### config.mk
export PLATFORM = sky130hd
export DESIGN_NAME = triangle_tangent_from_uv_top
export DESIGN_NICKNAME = d
export VERILOG_FILES = /design/src/rtl/core/trd_pkg.sv /design/src/rtl/core/trd_front.sv /design/src/rtl/core/trd_fifo.sv /design/src/rtl/core/trd_back.sv /design/src/rtl/core/triangle_tangent_from_uv_top.sv
export SDC_FILE = /design/constraint.sdc
export NUM_CORES = 2
export LEC_CHECK = 0
export ABC_AREA = 1
export BUFFER_PORTS_ARGS = -buffer_cell sky130_fd_sc_hd__buf_2
export CELL_PAD_IN_SITES_DETAIL_PLACEMENT = 0
export CELL_PAD_IN_SITES_GLOBAL_PLACEMENT = 1
export CORE_ASPECT_RATIO = 1.4
export CORE_MARGIN = 2
export CORE_UTILIZATION = 54
export CTS_CLUSTER_DIAMETER = 80
export CTS_CLUSTER_SIZE = 40
export DETAILED_ROUTE_END_ITERATION = 8
export PLACE_DENSITY = 0.88
export SKIP_LAST_GASP = 1
export SLEW_MARGIN = 0
export SYNTH_ARGS = -nofsm -noshare
export SYNTH_HDL_FRONTEND = slang
export SYNTH_SLANG_ARGS = --single-unit
### constraint.sdc
create_clock -name clk -period 23.3 [get_ports clk]
set_clock_uncertainty 0.2 [all_clocks]
set_input_delay 4.66 -clock clk [delete_from_list [all_inputs] [get_ports clk]]
set_output_delay 4.66 -clock clk [all_outputs]
set_load 0.05 [all_outputs]
### src/rtl/core/trd_pkg.sv
`timescale 1ns / 1ps
// Shared types and widths for the face tangent block.
// No dependencies; every other file in rtl/core imports this package.
package trd_pkg;

    localparam int POS_W  = 24;  // Q8.16 position
    localparam int TEX_W  = 18;  // Q2.16 texture coordinate
    localparam int EDGE_W = 25;  // Q9.16 edge
    localparam int UV_W   = 19;  // Q3.16 UV delta
    localparam int PROD_W = 44;  // UV_W x EDGE_W product
    localparam int NUM_W  = 45;  // difference of two products
    localparam int DET_W  = 39;  // Q7.32 determinant
    localparam int DIVD_W = 62;  // |num| << 16 plus rounding half
    localparam int REM_W  = 40;  // partial remainder of the divider
    localparam int OUT_W  = 32;  // Q16.16 result component
    localparam int IN_DATA_W  = 112;
    localparam int OUT_DATA_W = 192;

    // One triangle's worth of work handed from the front end to the solver.
    typedef struct packed {
        logic signed [EDGE_W-1:0] ea_x;
        logic signed [EDGE_W-1:0] ea_y;
        logic signed [EDGE_W-1:0] ea_z;
        logic signed [EDGE_W-1:0] eb_x;
        logic signed [EDGE_W-1:0] eb_y;
        logic signed [EDGE_W-1:0] eb_z;
        logic signed [UV_W-1:0]   du1;
        logic signed [UV_W-1:0]   dv1;
        logic signed [UV_W-1:0]   du2;
        logic signed [UV_W-1:0]   dv2;
    } trd_job_t;

endpackage

### src/rtl/core/trd_front.sv
`timescale 1ns / 1ps
// Vertex front end: holds the first two corners of a triangle and forms the
// edge and UV deltas on the third. Depends on trd_pkg.
module trd_front
    import trd_pkg::*;
(
    input  logic                 clk,
    input  logic                 rst_n,
    input  logic                 s_tvalid,
    output logic                 s_tready,
    input  logic [IN_DATA_W-1:0] s_tdata,   // pos_x, pos_y, pos_z, tex_u, tex_v, zero fill
    output logic                 job_valid,
    input  logic                 job_ready,
    output trd_job_t             job
);

    logic [1:0] corner_reg;
    logic [1:0] corner_next;

    logic signed [POS_W-1:0] px, py, pz;
    logic signed [TEX_W-1:0] tu, tv;

    logic signed [POS_W-1:0] h0x_reg, h0y_reg, h0z_reg, h1x_reg, h1y_reg, h1z_reg;
    logic signed [TEX_W-1:0] h0u_reg, h0v_reg, h1u_reg, h1v_reg;

    logic accept;
    logic third;

    assign px = s_tdata[23:0];
    assign py = s_tdata[47:24];
    assign pz = s_tdata[71:48];
    assign tu = s_tdata[89:72];
    assign tv = s_tdata[107:90];

    assign third     = (corner_reg == 2'd2);
    assign s_tready  = !third || job_ready;
    assign accept    = s_tvalid && s_tready;
    assign job_valid = s_tvalid && third;

    always_comb
    begin
        corner_next = corner_reg;
        if (accept)
        begin
            corner_next = third ? 2'd0 : corner_reg + 2'd1;
        end
    end

    always_ff @(posedge clk or negedge rst_n)
    begin
        if (!rst_n)
        begin
            corner_reg <= 2'd0;
        end
        else
        begin
            corner_reg <= corner_next;
        end
    end

    always_ff @(posedge clk)
    begin
        if (accept && corner_reg == 2'd0)
        begin
            h0x_reg <= px;
            h0y_reg <= py;
            h0z_reg <= pz;
            h0u_reg <= tu;
            h0v_reg <= tv;
        end
        if (accept && corner_reg == 2'd1)
        begin
            h1x_reg <= px;
            h1y_reg <= py;
            h1z_reg <= pz;
            h1u_reg <= tu;
            h1v_reg <= tv;
        end
    end

    // Deltas are exact: one extra bit on each difference.
    always_comb
    begin
        job.ea_x = EDGE_W'(h1x_reg) - EDGE_W'(h0x_reg);
        job.ea_y = EDGE_W'(h1y_reg) - EDGE_W'(h0y_reg);
        job.ea_z = EDGE_W'(h1z_reg) - EDGE_W'(h0z_reg);
        job.eb_x = EDGE_W'(px) - EDGE_W'(h0x_reg);
        job.eb_y = EDGE_W'(py) - EDGE_W'(h0y_reg);
        job.eb_z = EDGE_W'(pz) - EDGE_W'(h0z_reg);
        job.du1  = UV_W'(h1u_reg) - UV_W'(h0u_reg);
        job.dv1  = UV_W'(h1v_reg) - UV_W'(h0v_reg);
        job.du2  = UV_W'(tu) - UV_W'(h0u_reg);
        job.dv2  = UV_W'(tv) - UV_W'(h0v_reg);
    end

    assert property (@(posedge clk) disable iff (!rst_n)
        job_valid |-> corner_reg == 2'd2)
        else $error("job offered off the third corner");

    assert property (@(posedge clk) disable iff (!rst_n)
        (s_tvalid && s_tready && corner_reg == 2'd2) |=> corner_reg == 2'd0)
        else $error("corner counter did not wrap after a triangle");

    assert property (@(posedge clk) disable iff (!rst_n)
        corner_reg != 2'd3)
        else $error("corner counter out of range");

endmodule

### src/rtl/core/trd_fifo.sv
`timescale 1ns / 1ps
// Small job queue between the vertex front end and the solver.
// Depends on trd_pkg for the job type.
module trd_fifo
    import trd_pkg::*;
#(
    parameter int DEPTH = 2
)
(
    input  logic     clk,
    input  logic     rst_n,
    input  logic     wr_valid,
    output logic     wr_ready,
    input  trd_job_t wr_job,
    output logic     rd_valid,
    input  logic     rd_ready,
    output trd_job_t rd_job
);

    localparam int AW = (DEPTH > 1) ? $clog2(DEPTH) : 1;
    localparam int CW = $clog2(DEPTH + 1);

    trd_job_t         mem [DEPTH];
    logic [AW-1:0]    wr_ptr_reg, rd_ptr_reg;
    logic [CW-1:0]    count_reg;
    logic             push, pop;

    assign wr_ready = (count_reg != CW'(DEPTH));
    assign rd_valid = (count_reg != '0);
    assign push     = wr_valid && wr_ready;
    assign pop      = rd_valid && rd_ready;
    assign rd_job   = mem[rd_ptr_reg];

    always_ff @(posedge clk or negedge rst_n)
    begin
        if (!rst_n)
        begin
            wr_ptr_reg <= '0;
            rd_ptr_reg <= '0;
            count_reg  <= '0;
        end
        else
        begin
            if (push)
            begin
                wr_ptr_reg <= (wr_ptr_reg == AW'(DEPTH - 1)) ? '0 : wr_ptr_reg + 1'b1;
            end
            if (pop)
            begin
                rd_ptr_reg <= (rd_ptr_reg == AW'(DEPTH - 1)) ? '0 : rd_ptr_reg + 1'b1;
            end
            if (push && !pop)
            begin
                count_reg <= count_reg + 1'b1;
            end
            else if (pop && !push)
            begin
                count_reg <= count_reg - 1'b1;
            end
        end
    end

    always_ff @(posedge clk)
    begin
        if (push)
        begin
            mem[wr_ptr_reg] <= wr_job;
        end
    end

    assert property (@(posedge clk) disable iff (!rst_n)
        count_reg <= CW'(DEPTH))
        else $error("queue count beyond depth");

    assert property (@(posedge clk) disable iff (!rst_n)
        (push && !pop) |=> count_reg == $past(count_reg) + 1'b1)
        else $error("queue count missed a push");

    assert property (@(posedge clk) disable iff (!rst_n)
        (count_reg == '0) |-> (wr_ptr_reg == rd_ptr_reg))
        else $error("queue pointers disagree when empty");

endmodule

### src/rtl/core/trd_back.sv
`timescale 1ns / 1ps
// Solver: one shared multiplier forms the determinant and six numerators,
// a radix-2 divider forms each rounded quotient. Depends on trd_pkg.
module trd_back
    import trd_pkg::*;
(
    input  logic                  clk,
    input  logic                  rst_n,
    input  logic                  job_valid,
    output logic                  job_ready,
    input  trd_job_t              job,
    output logic                  m_tvalid,
    input  logic                  m_tready,
    output logic [OUT_DATA_W-1:0] m_tdata,  // tangent x,y,z, bitangent x,y,z
    output logic [1:0]            m_tuser   // degenerate, clipped
);

    typedef enum logic [4:0] {
        ST_IDLE = 5'b00001,
        ST_MUL  = 5'b00010,
        ST_LOAD = 5'b00100,
        ST_DIV  = 5'b01000,
        ST_FIN  = 5'b10000
    } state_t;

    state_t state_reg, state_next;

    trd_job_t job_reg;
    logic [3:0] step_reg;      // 0..14: product issue / retire counter
    logic [2:0] comp_reg;      // component 0..5
    logic [5:0] cnt_reg;       // divider bit counter
    logic       done_reg;      // result waiting for the output register

    logic signed [PROD_W-1:0] prod_reg, hold_reg;
    logic signed [NUM_W-1:0]  num_reg [7];   // entry 0 is the determinant
    logic [DIVD_W-1:0]        div_reg;
    logic [REM_W-1:0]         rem_reg;
    logic [DET_W-1:0]         ad_reg;
    logic                     neg_reg;
    logic [OUT_W-1:0]         res_reg [6];
    logic                     clip_reg, degen_reg;

    logic [OUT_DATA_W-1:0]    out_data_reg;
    logic [1:0]               out_user_reg;
    logic                     out_valid_reg;

    logic signed [EDGE_W-1:0] ea [3];
    logic signed [EDGE_W-1:0] eb [3];
    logic signed [UV_W-1:0]   mul_a;
    logic signed [EDGE_W-1:0] mul_b;
    logic [2:0]               pair;
    logic                     second;
    logic [1:0]               kidx;
    logic [3:0]               rstep;
    logic signed [DET_W-1:0]  det;
    logic                     det_zero;
    logic                     out_free;
    logic                     last_step;

    logic signed [NUM_W-1:0]  cur_num;
    logic [NUM_W-1:0]         an;
    logic [REM_W-1:0]         shifted;
    logic                     ge;
    logic [OUT_W-1:0]         sat_val;
    logic                     sat_clip;

    assign ea[0] = job_reg.ea_x;
    assign ea[1] = job_reg.ea_y;
    assign ea[2] = job_reg.ea_z;
    assign eb[0] = job_reg.eb_x;
    assign eb[1] = job_reg.eb_y;
    assign eb[2] = job_reg.eb_z;

    assign pair      = step_reg[3:1];
    assign second    = step_reg[0];
    assign rstep     = step_reg - 4'd1;
    assign det       = DET_W'(num_reg[0]);
    assign det_zero  = (det == '0);
    assign out_free  = !out_valid_reg || m_tready;
    assign last_step = (step_reg == 4'd14);
    assign job_ready = (state_reg == ST_IDLE) && !done_reg;

    // Operand selection: T = dv2*ea - dv1*eb, B = du1*eb - du2*ea.
    always_comb
    begin
        mul_a = job_reg.du1;
        mul_b = EDGE_W'(job_reg.dv2);
        kidx  = 2'd0;
        case (pair)
            3'd0:
            begin
                mul_a = second ? job_reg.dv1 : job_reg.du1;
                mul_b = second ? EDGE_W'(job_reg.du2) : EDGE_W'(job_reg.dv2);
            end
            3'd1, 3'd2, 3'd3:
            begin
                kidx  = 2'(pair - 3'd1);
                mul_a = second ? job_reg.dv1 : job_reg.dv2;
                mul_b = second ? eb[kidx] : ea[kidx];
            end
            3'd4, 3'd5, 3'd6:
            begin
                kidx  = 2'(pair - 3'd4);
                mul_a = second ? job_reg.du2 : job_reg.du1;
                mul_b = second ? ea[kidx] : eb[kidx];
            end
            default:
            begin
                mul_a = job_reg.du1;
                mul_b = EDGE_W'(job_reg.dv2);
            end
        endcase
    end

    assign cur_num = num_reg[3'(comp_reg + 3'd1)];
    assign an      = cur_num[NUM_W-1] ? NUM_W'(-cur_num) : NUM_W'(cur_num);
    assign shifted = {rem_reg[REM_W-2:0], div_reg[DIVD_W-1]};
    assign ge      = (shifted >= {1'b0, ad_reg});

    // Saturate the rounded magnitude into Q16.16 and apply the sign.
    always_comb
    begin
        sat_clip = 1'b0;
        if (!neg_reg)
        begin
            if (div_reg > DIVD_W'(32'h7FFF_FFFF))
            begin
                sat_clip = 1'b1;
                sat_val  = 32'h7FFF_FFFF;
            end
            else
            begin
                sat_val = div_reg[OUT_W-1:0];
            end
        end
        else
        begin
            if (div_reg > DIVD_W'(32'h8000_0000))
            begin
                sat_clip = 1'b1;
                sat_val  = 32'h8000_0000;
            end
            else
            begin
                sat_val = -div_reg[OUT_W-1:0];
            end
        end
    end

    always_comb
    begin
        state_next = state_reg;
        unique case (state_reg)
            ST_IDLE: if (job_valid && job_ready) state_next = ST_MUL;
            ST_MUL:  if (last_step) state_next = det_zero ? ST_IDLE : ST_LOAD;
            ST_LOAD: state_next = ST_DIV;
            ST_DIV:  if (cnt_reg == 6'(DIVD_W - 1)) state_next = ST_FIN;
            ST_FIN:  state_next = (comp_reg == 3'd5) ? ST_IDLE : ST_LOAD;
            default: state_next = ST_IDLE;
        endcase
    end

    always_ff @(posedge clk or negedge rst_n)
    begin
        if (!rst_n)
        begin
            state_reg     <= ST_IDLE;
            step_reg      <= '0;
            comp_reg      <= '0;
            cnt_reg       <= '0;
            done_reg      <= 1'b0;
            out_valid_reg <= 1'b0;
        end
        else
        begin
            state_reg <= state_next;
            if (state_reg == ST_IDLE && job_valid && job_ready)
            begin
                step_reg <= '0;
                comp_reg <= '0;
            end
            if (state_reg == ST_MUL)
            begin
                step_reg <= step_reg + 4'd1;
                if (last_step && det_zero)
                begin
                    done_reg <= 1'b1;
                end
            end
            if (state_reg == ST_LOAD)
            begin
                cnt_reg <= '0;
            end
            if (state_reg == ST_DIV)
            begin
                cnt_reg <= cnt_reg + 6'd1;
            end
            if (state_reg == ST_FIN)
            begin
                comp_reg <= comp_reg + 3'd1;
                if (comp_reg == 3'd5)
                begin
                    done_reg <= 1'b1;
                end
            end
            if (done_reg && out_free)
            begin
                out_valid_reg <= 1'b1;
                done_reg      <= 1'b0;
            end
            else if (m_tready)
            begin
                out_valid_reg <= 1'b0;
            end
        end
    end

    always_ff @(posedge clk)
    begin
        if (state_reg == ST_IDLE && job_valid && job_ready)
        begin
            job_reg   <= job;
            clip_reg  <= 1'b0;
            degen_reg <= 1'b0;
        end
        if (state_reg == ST_MUL)
        begin
            prod_reg <= mul_a * mul_b;
            if (step_reg != 4'd0)
            begin
                if (!rstep[0])
                begin
                    hold_reg <= prod_reg;
                end
                else
                begin
                    num_reg[rstep[3:1]] <= NUM_W'(hold_reg) - NUM_W'(prod_reg);
                end
            end
            if (last_step && det_zero)
            begin
                degen_reg <= 1'b1;
                for (int i = 0; i < 6; i++)
                begin
                    res_reg[i] <= '0;
                end
            end
        end
        if (state_reg == ST_LOAD)
        begin
            ad_reg  <= det[DET_W-1] ? DET_W'(-det) : DET_W'(det);
            neg_reg <= cur_num[NUM_W-1] ^ det[DET_W-1];
            div_reg <= {1'b0, an, 16'b0}
                       + DIVD_W'((det[DET_W-1] ? DET_W'(-det) : DET_W'(det)) >> 1);
            rem_reg <= '0;
        end
        if (state_reg == ST_DIV)
        begin
            rem_reg <= ge ? shifted - {1'b0, ad_reg} : shifted;
            div_reg <= {div_reg[DIVD_W-2:0], ge};
        end
        if (state_reg == ST_FIN)
        begin
            res_reg[comp_reg] <= sat_val;
            clip_reg          <= clip_reg | sat_clip;
        end
        if (done_reg && out_free)
        begin
            out_data_reg <= {res_reg[5], res_reg[4], res_reg[3],
                             res_reg[2], res_reg[1], res_reg[0]};
            out_user_reg <= {clip_reg, degen_reg};
        end
    end

    assign m_tvalid = out_valid_reg;
    assign m_tdata  = out_data_reg;
    assign m_tuser  = out_user_reg;

    assert property (@(posedge clk) disable iff (!rst_n)
        (m_tvalid && m_tuser[0]) |-> (m_tdata == '0 && !m_tuser[1]))
        else $error("degenerate result carries data or a clip flag");

    assert property (@(posedge clk) disable iff (!rst_n)
        (state_reg == ST_MUL) |-> (step_reg <= 4'd14))
        else $error("product sequencer ran past the last step");

    assert property (@(posedge clk) disable iff (!rst_n)
        (state_reg == ST_FIN) |-> (comp_reg <= 3'd5))
        else $error("component index out of range");

    assert property (@(posedge clk) disable iff (!rst_n)
        done_reg |-> (state_reg == ST_IDLE))
        else $error("solver restarted with a result pending");

endmodule

### src/rtl/core/triangle_tangent_from_uv_top.sv
`timescale 1ns / 1ps
// Top level of the face tangent block: vertex front end, job queue, solver.
// Depends on trd_pkg, trd_front, trd_fifo and trd_back.
//
// Usage. Vertices arrive on the slave stream, one beat per vertex, three
// beats per triangle in corner order. Each beat carries a Q8.16 position and
// a Q2.16 texture coordinate. The first two beats of a triangle are only
// held; the third beat produces exactly one beat on the master stream with
// the Q16.16 face tangent and bitangent. The tuser flags mark a zero UV
// determinant (degenerate, vectors zero) and any saturated component.
//
// Timing. The front end takes one vertex per cycle, but holds a third corner
// while the queue is full. A finished triangle is queued for the solver,
// which uses one shared multiplier for the determinant and six numerators
// and then, for each of the six components, a load state, 62 radix-2
// divider steps and a finish state. The divider sets the sustained rate;
// the solver takes no new triangle until its result has moved to the
// output register. A degenerate triangle skips the divider.
//
// Reset clears the corner counter, the queue and all valid flags; the next
// vertex after reset is corner 0. When the receiver stalls, the output beat
// holds; the solver finishes its next triangle and waits, the queue fills,
// and only then does the slave side stop accepting third corners.
module triangle_tangent_from_uv_top
    import trd_pkg::*;
#(
    parameter int QUEUE_DEPTH = 2
)
(
    input  logic                  clk,
    input  logic                  rst_n,
    input  logic                  s_tvalid,
    output logic                  s_tready,
    input  logic [IN_DATA_W-1:0]  s_tdata,  // pos_x, pos_y, pos_z, tex_u, tex_v, zero fill
    output logic                  m_tvalid,
    input  logic                  m_tready,
    output logic [OUT_DATA_W-1:0] m_tdata,  // tangent x,y,z, bitangent x,y,z
    output logic [1:0]            m_tuser   // degenerate, clipped
);

    trd_job_t fe_job, q_job;
    logic     fe_valid, fe_ready, q_valid, q_ready;

    trd_front u_front (
        .clk       (clk),
        .rst_n     (rst_n),
        .s_tvalid  (s_tvalid),
        .s_tready  (s_tready),
        .s_tdata   (s_tdata),
        .job_valid (fe_valid),
        .job_ready (fe_ready),
        .job       (fe_job)
    );

    trd_fifo #(
        .DEPTH (QUEUE_DEPTH)
    ) u_queue (
        .clk      (clk),
        .rst_n    (rst_n),
        .wr_valid (fe_valid),
        .wr_ready (fe_ready),
        .wr_job   (fe_job),
        .rd_valid (q_valid),
        .rd_ready (q_ready),
        .rd_job   (q_job)
    );

    trd_back u_back (
        .clk       (clk),
        .rst_n     (rst_n),
        .job_valid (q_valid),
        .job_ready (q_ready),
        .job       (q_job),
        .m_tvalid  (m_tvalid),
        .m_tready  (m_tready),
        .m_tdata   (m_tdata),
        .m_tuser   (m_tuser)
    );

endmodule

=== Yosys cells after proc, flatten, opt, wreduce, memory -nomap -nowiden ===
Memory sizes are Yosys's and may differ from the RTL's. A register that Yosys moved wholly into a read port is not among the register bits.
Cells that the tools add are included.

* Flip-flop bits (word level): 475
* RAM bits: 959
* Input bits: 116
* Output and inout port bits: 196
* Word-level logic and storage cells: 203
* Memories kept: 3

{| class="wikitable"
|+ Memory list
! memory !! depth !! width !! read ports !! clocked after Yosys merged registers in !! write ports !! RTL line !! RTL
|-
| u_queue.mem || 2 || 226 || 1 || 1 || 1 || trd_fifo.sv:23 || <nowiki>trd_job_t mem [DEPTH];</nowiki>
|-
| u_back.num_reg || 7 || 45 || 2 || 0 || 1 || trd_back.sv:35 || <nowiki>logic signed [NUM_W-1:0] num_reg [7];</nowiki>
|-
| u_back.res_reg || 6 || 32 || 6 || 6 || 6 || trd_back.sv:40 || <nowiki>logic [OUT_W-1:0] res_reg [6];</nowiki>
|}

* $add $sub $neg: 27
* Multipliers: 1
* Magnitude comparators: 5
* Equality and inequality tests: 20
* Muxes and demuxes: 77
* Bitwise logic cells: 5
* Reductions and logical operators: 35

{| class="wikitable"
|+ Operators with widths
! kind !! number
|-
| 25-bit two-way mux || 11
|-
| 25-bit binary-select mux with 2-bit select || 4
|-
| 62-bit two-way mux || 3
|-
| 24-bit by 24-bit subtractor with 25-bit output || 6
|-
| 32-bit two-way mux || 4
|-
| 39-bit two-way mux || 3
|-
| 18-bit by 18-bit subtractor with 19-bit output || 4
|-
| 25-bit one-hot mux with 3 select lines || 1
|-
| 61-bit by 61-bit adder with 62-bit output || 1
|-
| 62-bit by 31-bit greater-than comparator with 1-bit output, second input constant || 1
|-
| 62-bit by 32-bit greater-than comparator with 1-bit output, second input constant || 1
|-
| 19-bit two-way mux || 3
|-
| 19-bit one-hot mux with 3 select lines || 1
|-
| 45-bit two-way mux || 1
|-
| 45-bit negator || 1
|-
| 44-bit by 44-bit subtractor with 45-bit output || 1
|-
| 19-bit by 25-bit multiplier with 44-bit output || 1
|-
| 40-bit by 39-bit >= comparator with 1-bit output || 1
|-
| 39-bit logical NOT || 1
|-
| 39-bit negator || 1
|-
| 39-bit subtractor || 1
|-
| 38-bit two-way mux || 1
|-
| 32-bit negator || 1
|-
| 32-bit OR reduction || 1
|-
| other kinds (42) || 116
|}

=== Depth between registers and ports, before layout ===
* Depth after elaboration: 8
* Mapped depth: 44
* Depth with buffers taken out: 38

=== Hierarchy ===
From an unflattened synthesis, not the netlist that was laid out.

* Cell total of the unflattened synthesis: 12083
* Area, all modules: 112394.0 um2

{| class="wikitable"
|+ By module, submodules not included
! module !! times used !! cells an instance !! area an instance (um2) !! seq. area each (um2)
|-
| trd_back || 1 || 7477 || 73828.3 || 35265.1
|-
| trd_front || 1 || 3397 || 21951.1 || 6536.3
|-
| trd_fifo || 1 || 1209 || 16614.7 || 13673.1
|}

=== Worst setup path before layout ===
Ideal clock, no wire load.

* Path type: in2reg
* Start: in s_tvalid
* End: mem u_queue.mem[1][0] (netlist bit), enable pin
* Setup time: 0.817 ns
* Arrival time: 14.483 ns
* Required time: 22.283 ns
* Path slack: 7.799 ns
* Stages on the path: 4
* Path buffers: 0
* Cell sequence: inv_1 nor3_1 inv_1 nor2_1

* Longest elaborated chain between the ends: 4

{| class="wikitable"
|+ Ends and longest elaborated chain
! item !! RTL line !! RTL
|-
| start: declaration || triangle_tangent_from_uv_top.sv:32 || <nowiki>input logic s_tvalid,</nowiki>
|-
| 1-bit logical AND || trd_front.sv:38 || <nowiki>assign job_valid = s_tvalid && third;</nowiki>
|-
| 1-bit logical AND || trd_fifo.sv:30 || <nowiki>assign push = wr_valid && wr_ready;</nowiki>
|-
| named net u_queue.push || trd_fifo.sv:26 || <nowiki>logic push, pop;</nowiki>
|-
| 1-bit two-way mux || trd_fifo.sv:65 || <nowiki>if (push)</nowiki>
|-
| 1-bit two-way mux (not written as such) || trd_fifo.sv:67 || <nowiki>mem[wr_ptr_reg] <= wr_job;</nowiki>
|-
| end: declaration || trd_fifo.sv:23 ||
|}

The timed path passes the listed nets, and every way through them passes these cells.

=== Final worst setup path ===
* Start: reg u_back.step_reg[2]
* End: reg u_back.prod_reg[31], data pin

* Longest elaborated chain between the ends: 8
* Elaborated cells between the ends (all ways): 30
* Those cells by class: 2 x add/sub; 1 x mul; 6 x eq/ne; 16 x mux; 2 x bitwise; 3 x reduce/logical

{| class="wikitable"
|+ Ends and longest elaborated chain
! item !! RTL line !! RTL
|-
| start: declaration || trd_back.sv:29 || <nowiki>logic [3:0] step_reg;</nowiki>
|-
| start signal: assignment || trd_back.sv:184 || <nowiki>step_reg <= step_reg + 4'd1;</nowiki>
|-
| 2-bit by 1-bit subtractor with 2-bit output (on tied branches) || trd_back.sv:103, trd_back.sv:97 ||
|-
| 2-bit inverter with 3-bit output (on tied branches) || trd_back.sv:105, trd_back.sv:99 ||
|-
| 25-bit binary-select mux with 2-bit select (on tied branches) || trd_back.sv:105, trd_back.sv:99 ||
|-
| 25-bit two-way mux (on tied branches) (3 in a row) || trd_back.sv:105, trd_back.sv:99 ||
|-
| 25-bit one-hot mux with 3 select lines || trd_back.sv:89 || <nowiki>case (pair)</nowiki>
|-
| 19-bit by 25-bit multiplier with 44-bit output (*) || trd_back.sv:228 || <nowiki>prod_reg <= mul_a * mul_b;</nowiki>
|-
| end signal: assignment || trd_back.sv:228 ||
|-
| end: declaration || trd_back.sv:34 || <nowiki>logic signed [PROD_W-1:0] prod_reg, hold_reg;</nowiki>
|}

Mark *: on every way between the ends. The rest lies on a longest branch, timed or not. The select of a mux whose other input is x is not followed.
A chain may end at the register's enable or synchronous reset.

==> metrics.md <==
| Metric | Value |
|---|---|
| Instance count on the critical path | 35 |
| Post-synth EDFFs | 1825 |
| Slew Limit Fails | 0 |
| Hold Vio Cnt, Final | 0 |
| Yosys reg bits | 1852 |
| Die footprint | 202700 um2 |
| H-tree levels | 3 |
| Die height | 531.9 um |
| Drt total wl | 302.7 mm |
| Sequential cell area | 55490 um2 |
| Core area | 197800 um2 |
| Slew headroom | 0.1197 |
| Via density per instance | 5.631 |
| Syn avg cell area | 10.02 um2 |
| Max reg flops | 452 |
| Post-DRT Antenna Nets | 0 |
| Setup bufs post-CTS | 0 |
| Synth-to-Final Area Change | 6.837% |
| Largest net degree at the start of global routing | 179 |
| Vias in the first global route | 77010 |
| Via count | 76570 |
| Drt drc | 0 |
| Resize count post-CTS | 0 |
| Final net count | 11990 |
| First-pass GRT wire length | 455.5 mm |
| Mapped Cells | 10720 |
| Mapped Nets | 11810 |
| Clk buf depth | 3 |
| CTS clk-pin slew, worst paths | 0.14 ns |
| Crit Path Max Fanout | 57 |
| Reg2reg path depth | 35 |
| DR iter-0 viols | 6269 |
| Area of the multi-input gates | 45340 um2 |
| # fillers | 16770 |
| Critical path's top delay family | adder cells |
| Ys async rst share | 0.01404 |
| Worst Path Required | 23.57 ns |
| Startpoint Class | flop |
| Final TNS setup | 0 ns |
| Worst-Margin Slew | 1.312 ns |
| Worst min path class | reg -> reg |
| Critical Path AT | 11.90 ns |
| Num CTS Buffers | 75 |
| CP endpoint kind | flop |
| Routability congestion estimate | 1.002 |
| Critical-path top delay cell | inv_1 |
| Register area share after synthesis | 0.5161 |
| Layout cells sized above 1 | 0.06496 |
| Total congestion overflow | 0 |
| CTS sink cnt | 1852 |
| Netlist cell types | 67 |
| I/O pin total | 312 |
| Initial antenna violation count | 7 |
| IO Port Bufs | 307 |
| Hold path cells | 0 |
| RSZ-0062 raised after global routing | false |
| Most Frequent Cell on Critical Path | fa_1 |
| F_max | 86.02 MHz |
| Tmin final | 11.62 ns |
| Final Cycle Share | 0.4989 |
| DRT Pass-1 Iters | 8 |
| Status | completed |
| Final setup violation count | 0 |
| # rows | 193 |
| Root Buffer | clkbuf_16 |
| Gr usage total | 0.2965 |
| R2R setup slack | 11.68 ns |
| Bufs and invs on worst path | 10 |
| Worst path max stage delay | 0.69 ns |
| Crit path kind | reg -> reg |
| Netlist Area Pre-Place | 107500 um2 |
| Die W | 381.1 um |
| CTS tree | done |
| Starting density of the core | 0.5435 |
| HPWL after detailed placement | 229.1 mm |
| Top_reg_cell synth | edfxtp_1 |
| # hold bufs at CTS | 0 |
| Wire length per cell | 22.26 um |
| Max-cap check violation count | 0 |
| Synth warn | 0 |
| Clock Latency Late Sink | 0.78 ns |
## synthesized netlist by cell type, drive strengths merged (56+ instances only)
cell	number	area, um2
edfxtp	1825	54800
or2	95	594.3
nand3	317	1612
a31oi	73	456.7
nor2	994	3746
clkbuf	154	578.1
nor3	106	551.8
ha	485	6068
nand4	104	656.9
xnor2	148	1304
fa	485	9709
buf	148	757.0
a21oi	602	3024
o21ai	751	3819
nand2	2350	8843
a21o	56	420.4
inv	1453	5454
xor2	280	2460
## metal layers
| metal | GRT usage | part of all wire |
|---|---|---|
| met4 | 0.2168 | 0.086 |
| met2 | 0.5314 | 0.51 |
| met1 | 0.3252 | 0.35 |
| met3 | 0.03072 | 0.053 |
| met5 | 0 | 0.000089 |
## cells by family after synthesis
group,Yosys count,share of synthesized area
fa+ha+maj,970,0.1468
compound gates,1674,0.08536
buf+inv,1766,0.06355
mux,3,0.0002794
simple gates,4031,0.1529
xor+xnor,428,0.03502
flops,1852,0.5161
## placed cells by master, fill, tap and decap left out, types with 11 or more instances in the layout
master,Yosys,routed
a21boi_0,24,24
a21o_1,56,56
a21oi_1,599,597
a31oi_1,73,73
buf_2,113,307
buf_4,8,98
clkbuf_16,0,77
clkinv_1,11,15
clkinv_16,0,15
dfrtp_1,25,21
edfxtp_1,1825,1825
fa_1,485,485
ha_1,485,484
inv_1,1441,1437
inv_2,12,12
nand2_1,2341,2341
nand3_1,312,311
nand3b_1,11,11
nand4_1,103,103
nor2_1,990,979
nor3_1,103,99
nor4_1,34,34
o211ai_1,19,19
o21a_1,21,21
o21ai_0,715,710
o21ai_1,20,24
o21ai_2,16,17
o21bai_1,44,44
o221ai_1,11,11
o22ai_1,34,34
or2_2,94,94
xnor2_1,147,147
xor2_1,279,279
## path summary, 6_finish.rpt
| kind | from | end |
|---|---|---|
| setup reg to reg | u_back.step_reg[2]$_DFFE_PN0P_ | u_back.prod_reg[31]$_DFFE_PP_ |
| hold / removal | u_back.res_reg[5][12]$_DFFE_PP_ | m_tdata[172]$_DFFE_PP_ |
| setup / recovery | u_back.step_reg[2]$_DFFE_PN0P_ | u_back.prod_reg[31]$_DFFE_PP_ |
| min in group asynchronous | rst_n | u_back.cnt_reg[3]$_DFFE_PN0P_ |
| max in group asynchronous | rst_n | u_back.step_reg[0]$_DFFE_PN0P_ |
| hold reg to reg | u_back.res_reg[5][12]$_DFFE_PP_ | m_tdata[172]$_DFFE_PP_ |
## per-stage QoR
step	setup slack, ns	area, um2	std cells	util	hold WS [ns]
after detailed placement	11.86	112000	13460	0.5661	0.2045
after global routing	11.26	114800	13590	0.5806	0.2254
after floorplan	7.799	107500	10720	-	0.2003
final	11.68	114800	13600	0.5806	0.2246
after global placement	11.89	112000	13460	0.5661	0.2009
after CTS	11.77	114800	13590	0.5806	0.2215
## final cells by class
type,instances,share of cell area
clock inverter,49,0.007769
inverter,1464,0.04803
tap,2632,0.02868
multi-input combinational,7106,0.3948
sequential,1852,0.4832
timing repair buffer,408,0.02031
antenna,5,0.0001090
clock buffer,81,0.01709
## worst register-to-register path, delay by kind of cell (launching register included)
kind	cells	cell delay, ns
xor gates and xnor gates	1	0.15
AOI/OAI and AO/OA	10	2.47
adders and majority gates	9	4.58
and+or+nand+nor	5	0.65
buffers and inverters	10	2.90
DFF	1	0.37
Power is left out: the tool's default activity adds up to more than one toggle a clock period on the data nets, which glitch-free logic cannot reach.
